$ cat config.mk
export PLATFORM = sky130hd
export DESIGN_NAME = dset_queue
export DESIGN_NICKNAME = d
export VERILOG_FILES = /design/src/hw/rtl/dset_pkg.sv /design/src/hw/rtl/dset_queue.sv
export SDC_FILE = /design/constraint.sdc
export NUM_CORES = 1
export LEC_CHECK = 0
export ABC_AREA = 1
export BUFFER_PORTS_ARGS = -buffer_cell sky130_fd_sc_hd__buf_2
export CORE_MARGIN = 1.5
export CORE_UTILIZATION = 42
export DETAILED_ROUTE_END_ITERATION = 6
export HOLD_SLACK_MARGIN = 0.05
export PLACE_DENSITY = 0.64
export SETUP_SLACK_MARGIN = 0.1
export SLEW_MARGIN = 30
export SYNTH_ARGS = -nofsm -noshare
export SYNTH_HDL_FRONTEND = slang
export SYNTH_SLANG_ARGS = --single-unit
export TNS_END_PERCENT = 5
$ cat constraint.sdc
create_clock -name clk -period 4.7 [get_ports clk]
set_clock_uncertainty 0.05 [all_clocks]
set_input_delay 1.175 -clock clk [delete_from_list [all_inputs] [get_ports clk]]
set_output_delay 1.175 -clock clk [all_outputs]
set_load 0.02 [all_outputs]
$ cat src/hw/rtl/dset_pkg.sv
// Shared types and constants of the dilated Sobel edge threshold unit.
package dset_pkg;

	// Configuration port.
	localparam int CFG_DW = 13;
	localparam int CFG_IW = 2;

	typedef enum logic [CFG_IW-1:0] {
		CFG_THRESHOLD = 2'd0,
		CFG_WIDTH     = 2'd1,
		CFG_HEIGHT    = 2'd2
	} cfg_reg_t;

	// Field widths of the configuration registers and their reset values.
	localparam int THR_W = 12;
	localparam int FW_W  = 11;
	localparam int FH_W  = 13;

	localparam int THRESHOLD_RESET = 100;
	localparam logic [FW_W-1:0] WIDTH_RESET  = 11'd640;
	localparam logic [FH_W-1:0] HEIGHT_RESET = 13'd480;

	// Arithmetic widths: gradients stay within +/-1020, a square within 20 bits.
	localparam int GRAD_W   = 11;
	localparam int SQ_W     = 20;
	localparam int THR_SQ_W = 2 * THR_W;

	localparam logic [THR_SQ_W-1:0] THR_SQ_RESET =
		THR_SQ_W'(THRESHOLD_RESET * THRESHOLD_RESET);

	// Result codes.
	localparam logic [7:0] EDGE_ON  = 8'd255;
	localparam logic [7:0] EDGE_OFF = 8'd0;

	// Queue between the front and the back part.
	localparam int QUEUE_DEPTH = 4;
	localparam int QPTR_W      = 2;
	localparam int QCNT_W      = 3;

	// Output coordinate widths.
	localparam int ROW_W = 12;
	localparam int COL_W = 10;

	typedef struct packed {
		logic [7:0] pixel;
		logic       frame_start;
	} pix_t;

	typedef struct packed {
		logic [7:0]       edge_res;
		logic [ROW_W-1:0] out_row;
		logic [COL_W-1:0] out_col;
		logic             frame_done;
	} res_t;

	typedef logic signed [GRAD_W-1:0] grad_t;

	// One window that yields a result, as handed from the front to the back.
	typedef struct packed {
		grad_t            gx;
		grad_t            gy;
		logic [ROW_W-1:0] row;
		logic [COL_W-1:0] col;
		logic             done;
	} grad_item_t;

endpackage

$ cat src/hw/rtl/dset_queue.sv
// Short register queue between the front and the back part.
module dset_queue import dset_pkg::*; (
	input  logic              clk,
	input  logic              arst_n,
	input  logic              push,
	input  grad_item_t        push_item,
	input  logic              pop,
	output grad_item_t        pop_item,
	output logic              empty,
	output logic [QCNT_W-1:0] count
);

	grad_item_t        entry_q [QUEUE_DEPTH];
	logic [QPTR_W-1:0] wr_ptr_q;
	logic [QPTR_W-1:0] rd_ptr_q;
	logic [QCNT_W-1:0] count_q;

	// Pointer and fill level bookkeeping.
	always_ff @(posedge clk or negedge arst_n) begin
		if (!arst_n) begin
			wr_ptr_q <= '0;
			rd_ptr_q <= '0;
			count_q  <= '0;
		end else begin
			if (push) begin
				wr_ptr_q <= wr_ptr_q + QPTR_W'(1);
			end
			if (pop) begin
				rd_ptr_q <= rd_ptr_q + QPTR_W'(1);
			end
			count_q <= count_q + QCNT_W'(push) - QCNT_W'(pop);
		end
	end

	// Entry storage.
	always_ff @(posedge clk) begin
		if (push) begin
			entry_q[wr_ptr_q] <= push_item;
		end
	end

	assign pop_item = entry_q[rd_ptr_q];
	assign empty    = (count_q == '0);
	assign count    = count_q;

endmodule

==> qor.csv <==
stage;metric;value;unit
grt;grt_pass1_vias;4797;
setup_path;cp-start-kind;flip-flop;
grt;antenna_found_initial;2;
logic_synthesis;synthDistinctLibCells;16;
drt;via_per_inst;4.49;
logic_synthesis;synth_async_sr_flop_share;0.0374;
power_and_ir_drop;ir_drop;0.000505;V
floorplan;initial_utilization;0.427;
power_and_ir_drop;p_seq_frac;0.389;
drt;route.detailed.drc;0;
sta;slew_headroom;0.499;
setup_path;r2r_cells;5;
logic_synthesis;yosysMostFrequentCell;nand2_1;
clock_tree;clock-root-buffer;clkbuf_16;
drt;wl_per_cell;13.9;um
clock_tree;cts_hold_buf;0;
power_and_ir_drop;p_sw;2.25;mW
sta;fin_setup_tns;0;ps
clock_tree;path_clk_slew;70;ps
drt;drtIter0Drc;344;
clock_tree;cts_tree;done;
finish;n_antenna_cell;0;
floorplan;die_w;141;um
finish;n_fill_cell;1653;
grt;grt_first_pass_wirelength;24.3;mm
logic_synthesis;ys_ff_latch;187;
sta;drv_slew;0;
sta;fin_ws;1360;ps
placement;place_hpwl;8.50;mm
finish;drive_gt1_frac;0.166;
logic_synthesis;syn-cell-area;7990;um2
finish;fin_area;9220;um2
power_and_ir_drop;p_comb_frac;0.374;
finish;utilization;0.493;
clock_tree;cts_buffers;17;
logic_synthesis;syn_nets;805;
setup_path;arrival;2120;ps
grt;grt.total_usage;0.162;
drt;drtAntennaViolNets;0;
power_and_ir_drop;finalPower;5.84;mW
logic_synthesis;synth-edff-count;180;
setup_path;end_kind;primary output;
grt;grt_overflow;0;
logic_synthesis;synth_common_cells;236 x nand2_1, 192 x inv_1, 180 x edfxtp_1;
sta;period_share;0.711;
floorplan;io_pins;98;
clock_tree;worstSkewPairLatency;430;ps
hold_path;hold_path_class;reg -> reg;
hold_path;holdPathStages;2;
placement;place_ws;1760;ps
outcome;status;finished, final reports clean;
drt;drt-total-wl;15.1;mm
clock_tree;htree_levels;4;
drt;drtPass1Iterations;4;
floorplan;die_area;19900;um2
setup_path;path_max_fanout;54;
floorplan;core-area;18700;um2
logic_synthesis;synthTopCellsByArea;edfxtp_1 68%, nand2_1 11%, inv_1 9.0%, nand3_1 5.7%, dfrtp_1 2.2%;
floorplan;die_h;141;um
sta;fmax;299;MHz
power_and_ir_drop;swShare;0.384;
setup_path;path_class;reg -> out;
logic_synthesis;synth_top_area_frac;0.677;
drt;vias;4897;
logic_synthesis;ys_seq_area_frac;0.699;
power_and_ir_drop;clockPowerShare;0.237;
setup_path;critPathRequiredTime;3470;ps
logic_synthesis;synth_area_leader_cell;edfxtp_1;
finish;final_nets;899;
power_and_ir_drop;p_int;3.60;mW
placement;portBuffers;97;
placement;finalWeightedCongestion;0.726;
clock_tree;ctsResizeCount;0;
finish;area_growth;15.3;%
clock_tree;max-clock-path-buffers;2;
sta;fin_crit;3340;ps
placement;dpl-instance-area;8640;um2
sta;setup_viol;0;
logic_synthesis;synth.avg_cell_area;10.7;um2
floorplan;fp-row-count;50;
logic_synthesis;ys.flop_type;edfxtp_1;
logic_synthesis;synth_cells;749;
clock_tree;cts_sinks;187;
job;drv_cap;0;
power_and_ir_drop;power_per_cell_area;634;nW/um2
grt;grt_max_degree;93;
logic_synthesis;yosysWarnings;0;
sta;grt_setup_unrepaired;false;
sta;hold_viol_final;0;
sta;worst_slew_pin_slew;750;ps
power_and_ir_drop;power.leakage;4.33;nW
clock_tree;cts_setup_buffers;0;
==> kinds of logic (layout without fill, tap and decap cells) <==
kind of cell | Yosys count | in the layout | share of synthesized area
AND/OR/NAND/NOR | 328 | 328 | 0.169
adder cells (fa/ha/maj) | 7 | 7 | 0.0119
buffers and inverters | 223 | 330 | 0.117
flip-flops | 187 | 187 | 0.699
AO/OA/AOI/OAI | 1 | 1 | 0.000626
XOR/XNOR | 3 | 3 | 0.00329
==> cells in the final DEF (no fill, tap or decap), drive strengths merged <==
cell type  synthesis  layout
clkinv             0       8
buf               28     104
nand3             91      91
nand2            236     236
bufinv             0       2
nor3               1       1
inv              194     195
ha                 6       6
clkbuf             1      18
dfrtp              7       7
o21ai              1       1
fa                 1       1
clkinvlp           0       3
edfxtp           180     180
xor2               3       3
==> per-layer routing <==
layer  vias up  part of all wire  wire length [um]  GRT usage
met5         -            0.0015                23          0
met4         4             0.017               251     0.0636
met3        20             0.043               651     0.0384
met2        99              0.49              7360      0.272
met1      2261              0.45              6850      0.205
li1       2513                 -                 -          -
==> worst max-delay path: stages, from the launching register on <==
cell and delay (ps):
dfrtp_4 420, clkinv_2 420, buf_12 380, nand2_1 90
nand3_1 60, nand2_1 110, buf_2 170
==> worst paths after layout <==
path / end / slack (ps) / from
max in group asynchronous: rd_ptr_q[0] / 3890 / arst_n
min reg2reg: count[2] / 490 / count[1]
max reg2reg: entry_q[2][20] / 2570 / wr_ptr_q[0]
min: count[2] / 490 / count[1]
min in group asynchronous: wr_ptr_q[0] / 520 / arst_n
max: pop_item[4] / 1360 / rd_ptr_q[0]
==> registers in the layout, indices dropped and copies added, names as in the netlist <==
signal / cells
rd_ptr_q: 2
count: 3
entry_q: 180
wr_ptr_q: 2
==> power groups by stage <==
stage / sequential [mW] / combinational [mW] / clock (mW)
2_1_floorplan: 2.31 / 1.58 / 0
3_3_place_gp: 2.30 / 2.21 / 0
3_5_place_dp: 2.31 / 2.23 / 0
4_1_cts: 2.27 / 2.24 / 1.41
5_1_grt: 2.30 / 2.44 / 1.48
6_report: 2.27 / 2.19 / 1.39
==> layout make-up <==
| type | instances | area (um2) | share of cell area |
|---|---|---|---|
| Tap cell | 234 | 293 | 0.0318 |
| Timing Repair Buffer | 104 | 554 | 0.0601 |
| Clock buffer | 18 | 429 | 0.0466 |
| Multi-Input combinational cell | 339 | 1470 | 0.160 |
| Clock inverter | 14 | 145 | 0.0158 |
| Inverter | 194 | 736 | 0.0798 |
| Sequential cell | 187 | 5590 | 0.606 |
==> per-stage QoR <==
| stage | std cells | hold WS, ps |
|---|---|---|
| 2_1_floorplan | 749 | 444 |
| 3_3_place_gp | 1058 | 471 |
| 3_5_place_dp | 1058 | 463 |
| 4_1_cts | 1090 | 489 |
| 5_1_grt | 1090 | 503 |
| 6_report | 1090 | 487 |
No activity file was read; power rests on OpenSTA's default activity.
