File: src/hw/rtl/dset_pkg.sv
// Shared types and constants of the dilated Sobel edge threshold unit.
package dset_pkg;

	// Configuration port.
	localparam int CFG_DW = 13;
	localparam int CFG_IW = 2;

	typedef enum logic [CFG_IW-1:0] {
		CFG_THRESHOLD = 2'd0,
		CFG_WIDTH     = 2'd1,
		CFG_HEIGHT    = 2'd2
	} cfg_reg_t;

	// Field widths of the configuration registers and their reset values.
	localparam int THR_W = 12;
	localparam int FW_W  = 11;
	localparam int FH_W  = 13;

	localparam int THRESHOLD_RESET = 100;
	localparam logic [FW_W-1:0] WIDTH_RESET  = 11'd640;
	localparam logic [FH_W-1:0] HEIGHT_RESET = 13'd480;

	// Arithmetic widths: gradients stay within +/-1020, a square within 20 bits.
	localparam int GRAD_W   = 11;
	localparam int SQ_W     = 20;
	localparam int THR_SQ_W = 2 * THR_W;

	localparam logic [THR_SQ_W-1:0] THR_SQ_RESET =
		THR_SQ_W'(THRESHOLD_RESET * THRESHOLD_RESET);

	// Result codes.
	localparam logic [7:0] EDGE_ON  = 8'd255;
	localparam logic [7:0] EDGE_OFF = 8'd0;

	// Queue between the front and the back part.
	localparam int QUEUE_DEPTH = 4;
	localparam int QPTR_W      = 2;
	localparam int QCNT_W      = 3;

	// Output coordinate widths.
	localparam int ROW_W = 12;
	localparam int COL_W = 10;

	typedef struct packed {
		logic [7:0] pixel;
		logic       frame_start;
	} pix_t;

	typedef struct packed {
		logic [7:0]       edge_res;
		logic [ROW_W-1:0] out_row;
		logic [COL_W-1:0] out_col;
		logic             frame_done;
	} res_t;

	typedef logic signed [GRAD_W-1:0] grad_t;

	// One window that yields a result, as handed from the front to the back.
	typedef struct packed {
		grad_t            gx;
		grad_t            gy;
		logic [ROW_W-1:0] row;
		logic [COL_W-1:0] col;
		logic             done;
	} grad_item_t;

endpackage

File: src/hw/rtl/dset_back.sv
// Back part: squared gradient magnitude, threshold compare and result register.
module dset_back import dset_pkg::*; (
	input  logic                clk,
	input  logic                arst_n,
	input  logic                q_empty,
	input  grad_item_t          q_item,
	output logic                q_pop,
	input  logic [THR_SQ_W-1:0] thr_sq,
	output res_t                res,
	output logic                res_valid,
	input  logic                res_ready
);

	logic en;

	logic signed [2*GRAD_W-1:0] prod_x;
	logic signed [2*GRAD_W-1:0] prod_y;

	// Stage one: the two squares.
	logic             v_s1;
	logic [SQ_W-1:0]  gx_sq_s1;
	logic [SQ_W-1:0]  gy_sq_s1;
	logic [ROW_W-1:0] row_s1;
	logic [COL_W-1:0] col_s1;
	logic             done_s1;

	logic [THR_SQ_W-1:0] mag;

	res_t res_q;
	logic res_valid_q;

	// The whole back part moves whenever the result register can take a new one.
	assign en    = ~res_valid_q | res_ready;
	assign q_pop = en & ~q_empty;

	assign prod_x = q_item.gx * q_item.gx;
	assign prod_y = q_item.gy * q_item.gy;

	always_ff @(posedge clk or negedge arst_n) begin
		if (!arst_n) begin
			v_s1 <= 1'b0;
		end else if (en) begin
			v_s1 <= q_pop;
		end
	end

	always_ff @(posedge clk) begin
		if (q_pop) begin
			gx_sq_s1 <= SQ_W'(prod_x);
			gy_sq_s1 <= SQ_W'(prod_y);
			row_s1   <= q_item.row;
			col_s1   <= q_item.col;
			done_s1  <= q_item.done;
		end
	end

	// Full-width compare against the squared threshold.
	assign mag = THR_SQ_W'(gx_sq_s1) + THR_SQ_W'(gy_sq_s1);

	always_ff @(posedge clk or negedge arst_n) begin
		if (!arst_n) begin
			res_valid_q <= 1'b0;
		end else if (en) begin
			res_valid_q <= v_s1;
		end
	end

	always_ff @(posedge clk) begin
		if (en && v_s1) begin
			res_q.edge_res   <= (mag > thr_sq) ? EDGE_ON : EDGE_OFF;
			res_q.out_row    <= row_s1;
			res_q.out_col    <= col_s1;
			res_q.frame_done <= done_s1;
		end
	end

	assign res       = res_q;
	assign res_valid = res_valid_q;

endmodule

File: config.mk
export PLATFORM = sky130hd
export DESIGN_NAME = dset_back
export DESIGN_NICKNAME = d
export VERILOG_FILES = /design/src/hw/rtl/dset_pkg.sv /design/src/hw/rtl/dset_back.sv
export SDC_FILE = /design/constraint.sdc
export NUM_CORES = 1
export LEC_CHECK = 0
export ABC_AREA = 1
export BUFFER_PORTS_ARGS = -buffer_cell sky130_fd_sc_hd__buf_2
export CAP_MARGIN = 5
export CORE_MARGIN = 2
export CORE_UTILIZATION = 62
export CTS_BUF_LIST = sky130_fd_sc_hd__clkbuf_8
export CTS_CLUSTER_DIAMETER = 200
export DETAILED_ROUTE_END_ITERATION = 16
export PLACE_DENSITY_LB_ADDON = 0.3
export REMOVE_ABC_BUFFERS = 1
export SLEW_MARGIN = 20
export SYNTH_ARGS = -nofsm -noshare
export SYNTH_HDL_FRONTEND = slang
export SYNTH_SLANG_ARGS = --single-unit
File: constraint.sdc
create_clock -name clk -period 4.8 [get_ports clk]
set_input_delay 0.24 -clock clk [delete_from_list [all_inputs] [get_ports clk]]
set_output_delay 0.24 -clock clk [all_outputs]
set_load 0.05 [all_outputs]
==> results_dict.tcl <==
set metrics [dict create \
    drc 0 \
    io_pins 106 \
    port_buffers 105 \
    crit_required_ns 4.92 \
    first_global_vias 9331 \
    synthToLayoutAreaGrowth_pct 10.1 \
    worst_slew_pin_slew_ns 0.665 \
    drt-initial-drc-count 484 \
    ir_drop_mv 0.450 \
    cts-root-buf "clkbuf_8" \
    p_total_w 0.00970 \
    place_area_um2 13600 \
    cts.sinks 87 \
    yosys.area.top_type "fa_1" \
    slew_violations 0 \
    stdcell_area_um2 13800 \
    max_cap_viol_count 0 \
    ff2ff_setup_slack_ns 1.94 \
    r2r_start "gy_sq_s1[12]$_DFFE_PP_" \
    path_class "primary input to flip-flop" \
    cp_max_fo 7 \
    std_cell_rows 52 \
    status "finished clean" \
    synth_async_sr_flop_share 0.0230 \
    fillers 1647 \
    drt-total-wl_mm 23.9 \
    antenna_found_initial 0 \
    dp_hpwl_mm 21.1 \
    rsz0062_at_grt "false" \
    core_um2 20000 \
    die_w_um 146 \
    mostFrequentLayoutCell "inv_1" \
    synth_cell_types 38 \
    crit_start "q_item[33]" \
    synth_top_area_frac 0.303 \
    clockBufferDepth 2 \
    total_leakage_power_nw 7.73 \
    cp-start-kind "primary input" \
    finalWeightedCongestion 0.853 \
    final_layout_size_suffix_gt1_frac 0.131 \
    avgSynthCellArea_um2 8.65 \
    ys_seq_area_frac 0.208 \
    syn_inst 1449 \
    hold_viol 0 \
    num_antenna_cells 0 \
    max_freq_ghz 0.224 \
    fp.dieH_um 146 \
    wl_per_cell_um 12.9 \
    syn_area_um2 12500 \
    hold_class "primary input to flip-flop" \
    finalSetupViolations 0 \
    dieArea_um2 21400 \
    finClkSkew_ns 0.00778 \
    worstHoldStart "q_item[12]" \
    vias 9196 \
    final.min_clock_period_ns 4.47 \
    grt_pass1_wl_mm 41.7 \
    cp_data_arrival_time_ns 4.60 \
    period_share 0.932 \
    cts_buffers 9 \
    synth_area_leaders "fa_1 30%, edfxtp_1 20%, inv_1 13%" \
    routed_via_density 4.97 \
    htreeDepth 3 \
    synth.yosys.warnings 0 \
    grt_max_degree 40 \
    cts_tree "yes" \
    postCtsResizedCells 0 \
    grt_overflow_total 0 \
    endpoint_kind "flip-flop" \
    final_nets 1957 \
    final_core_util 0.689 \
    drt_first_pass_iters 5 \
    synth_edf_count 85 \
    relSlewSlack 0.556 \
    grt_use_total 0.237 \
    synth_seq_cells 87 \
    initial_utilization 0.626 \
    final_cell_mix "427 x inv_1, 280 x nand2_1, 190 x fa_1" \
    drtAntennaViolNets 0 \
    synthFlopType "edfxtp_1" \
    path_clk_slew_ns 0.10 \
    clk_latency_ns 0.36 \
    power_density_nw_per_um2 703 \
]
## report_power, final
group          leakage, nW  total (W)  switching, W  internal [W]
logic                 6.80    0.00782       0.00471       0.00311
registers            0.834    0.00138     0.0000646       0.00132
clock network       0.0985   0.000501      0.000296      0.000206
total                 7.73    0.00970       0.00507       0.00463
## worst max-delay path, stage by stage
cell and delay, ns:
buf_2 0.15, buf_4 0.15, nand2_1 0.05, inv_1 0.14, fa_1 0.48, fa_1 0.56, inv_1 0.06, fa_1 0.53
inv_1 0.06, fa_1 0.53, inv_1 0.06, fa_1 0.53, inv_1 0.04, ha_1 0.33, a21oi_1 0.18, o21ai_0 0.13
a21oi_1 0.17, nand2_1 0.07, nand2_1 0.07, nand2_1 0.05
## synthesized netlist by cell type (6+ instances only)
cell type,count
inv_1,427
nand2_1,280
fa_1,190
ha_1,118
edfxtp_1,85
nor2_1,67
a21oi_1,61
nand3_1,39
xor2_1,37
clkbuf_1,24
o21ai_0,18
xnor2_1,13
nand2_2,12
nor2_2,8
o21bai_1,8
buf_4,7
nand4_1,7
nor3_1,6
## flip-flops by register name, indices dropped and copies added (netlist names)
name,cells
col_s1,10
done_s1,1
gx_sq_s1,19
gy_sq_s1,19
res,24
res_valid,1
row_s1,12
v_s1,1
## final timing paths
path                                          end  depth (start not counted)
max                        gy_sq_s1[18]$_DFFE_PP_                         20
min                           row_s1[1]$_DFFE_PP_                          1
max reg2reg                     res[29]$_DFFE_PP_                         16
min reg2reg                      res[3]$_DFFE_PP_                          0
max in group asynchronous   res_valid$_DFFE_PN0N_                          2
min in group asynchronous        v_s1$_DFFE_PN0N_                          2
## final cells by class
type / count / area, um^2 / area share
clock buffers: 9 / 124 / 0.00897
well taps: 270 / 338 / 0.0245
inverters: 428 / 1610 / 0.116
clock inverters: 7 / 75.1 / 0.00544
repair buffers: 148 / 863 / 0.0625
multi-input cells: 902 / 8200 / 0.594
flip-flops and latches: 87 / 2600 / 0.188
## repair_timing
item,CTS,global route
setup buffers,0,0
hold buffers,1,0
endpoints found under the hold margin,2,0
## layer usage
layer	GRT usage	vias to the layer above	share of wire
met5	0	-	0
li1	-	4556	-
met1	0.334	4402	0.45
met4	0.0524	0	0.014
met3	0.0219	21	0.046
met2	0.407	217	0.49
## kinds of logic (layout without fill, tap and decap cells)
| group | after synthesis | after routing | synth area share |
|---|---|---|---|
| xor gates and xnor gates | 50 | 50 | 0.0349 |
| and+or+nand+nor | 437 | 437 | 0.147 |
| DFF | 87 | 87 | 0.208 |
| AOI/OAI and AO/OA | 107 | 107 | 0.0495 |
| buffers and inverters | 460 | 592 | 0.140 |
| adders and majority gates | 308 | 308 | 0.421 |
## metrics by stage
step | hold slack, ns | setup slack [ns] | setup TNS [ns] | std cells
final | 0.0421 | 0.326 | 0 | 1851
after global routing | 0.0263 | 0.0393 | 0 | 1851
after CTS | 0.0304 | 0.333 | 0 | 1851
after detailed placement | 0.0378 | -0.0394 | -0.0720 | 1834
after global placement | 0.0307 | 0.0259 | 0 | 1834
after floorplan | -0.0556 | 0.258 | 0 | 1417
(Power assumes the default switching activity.)
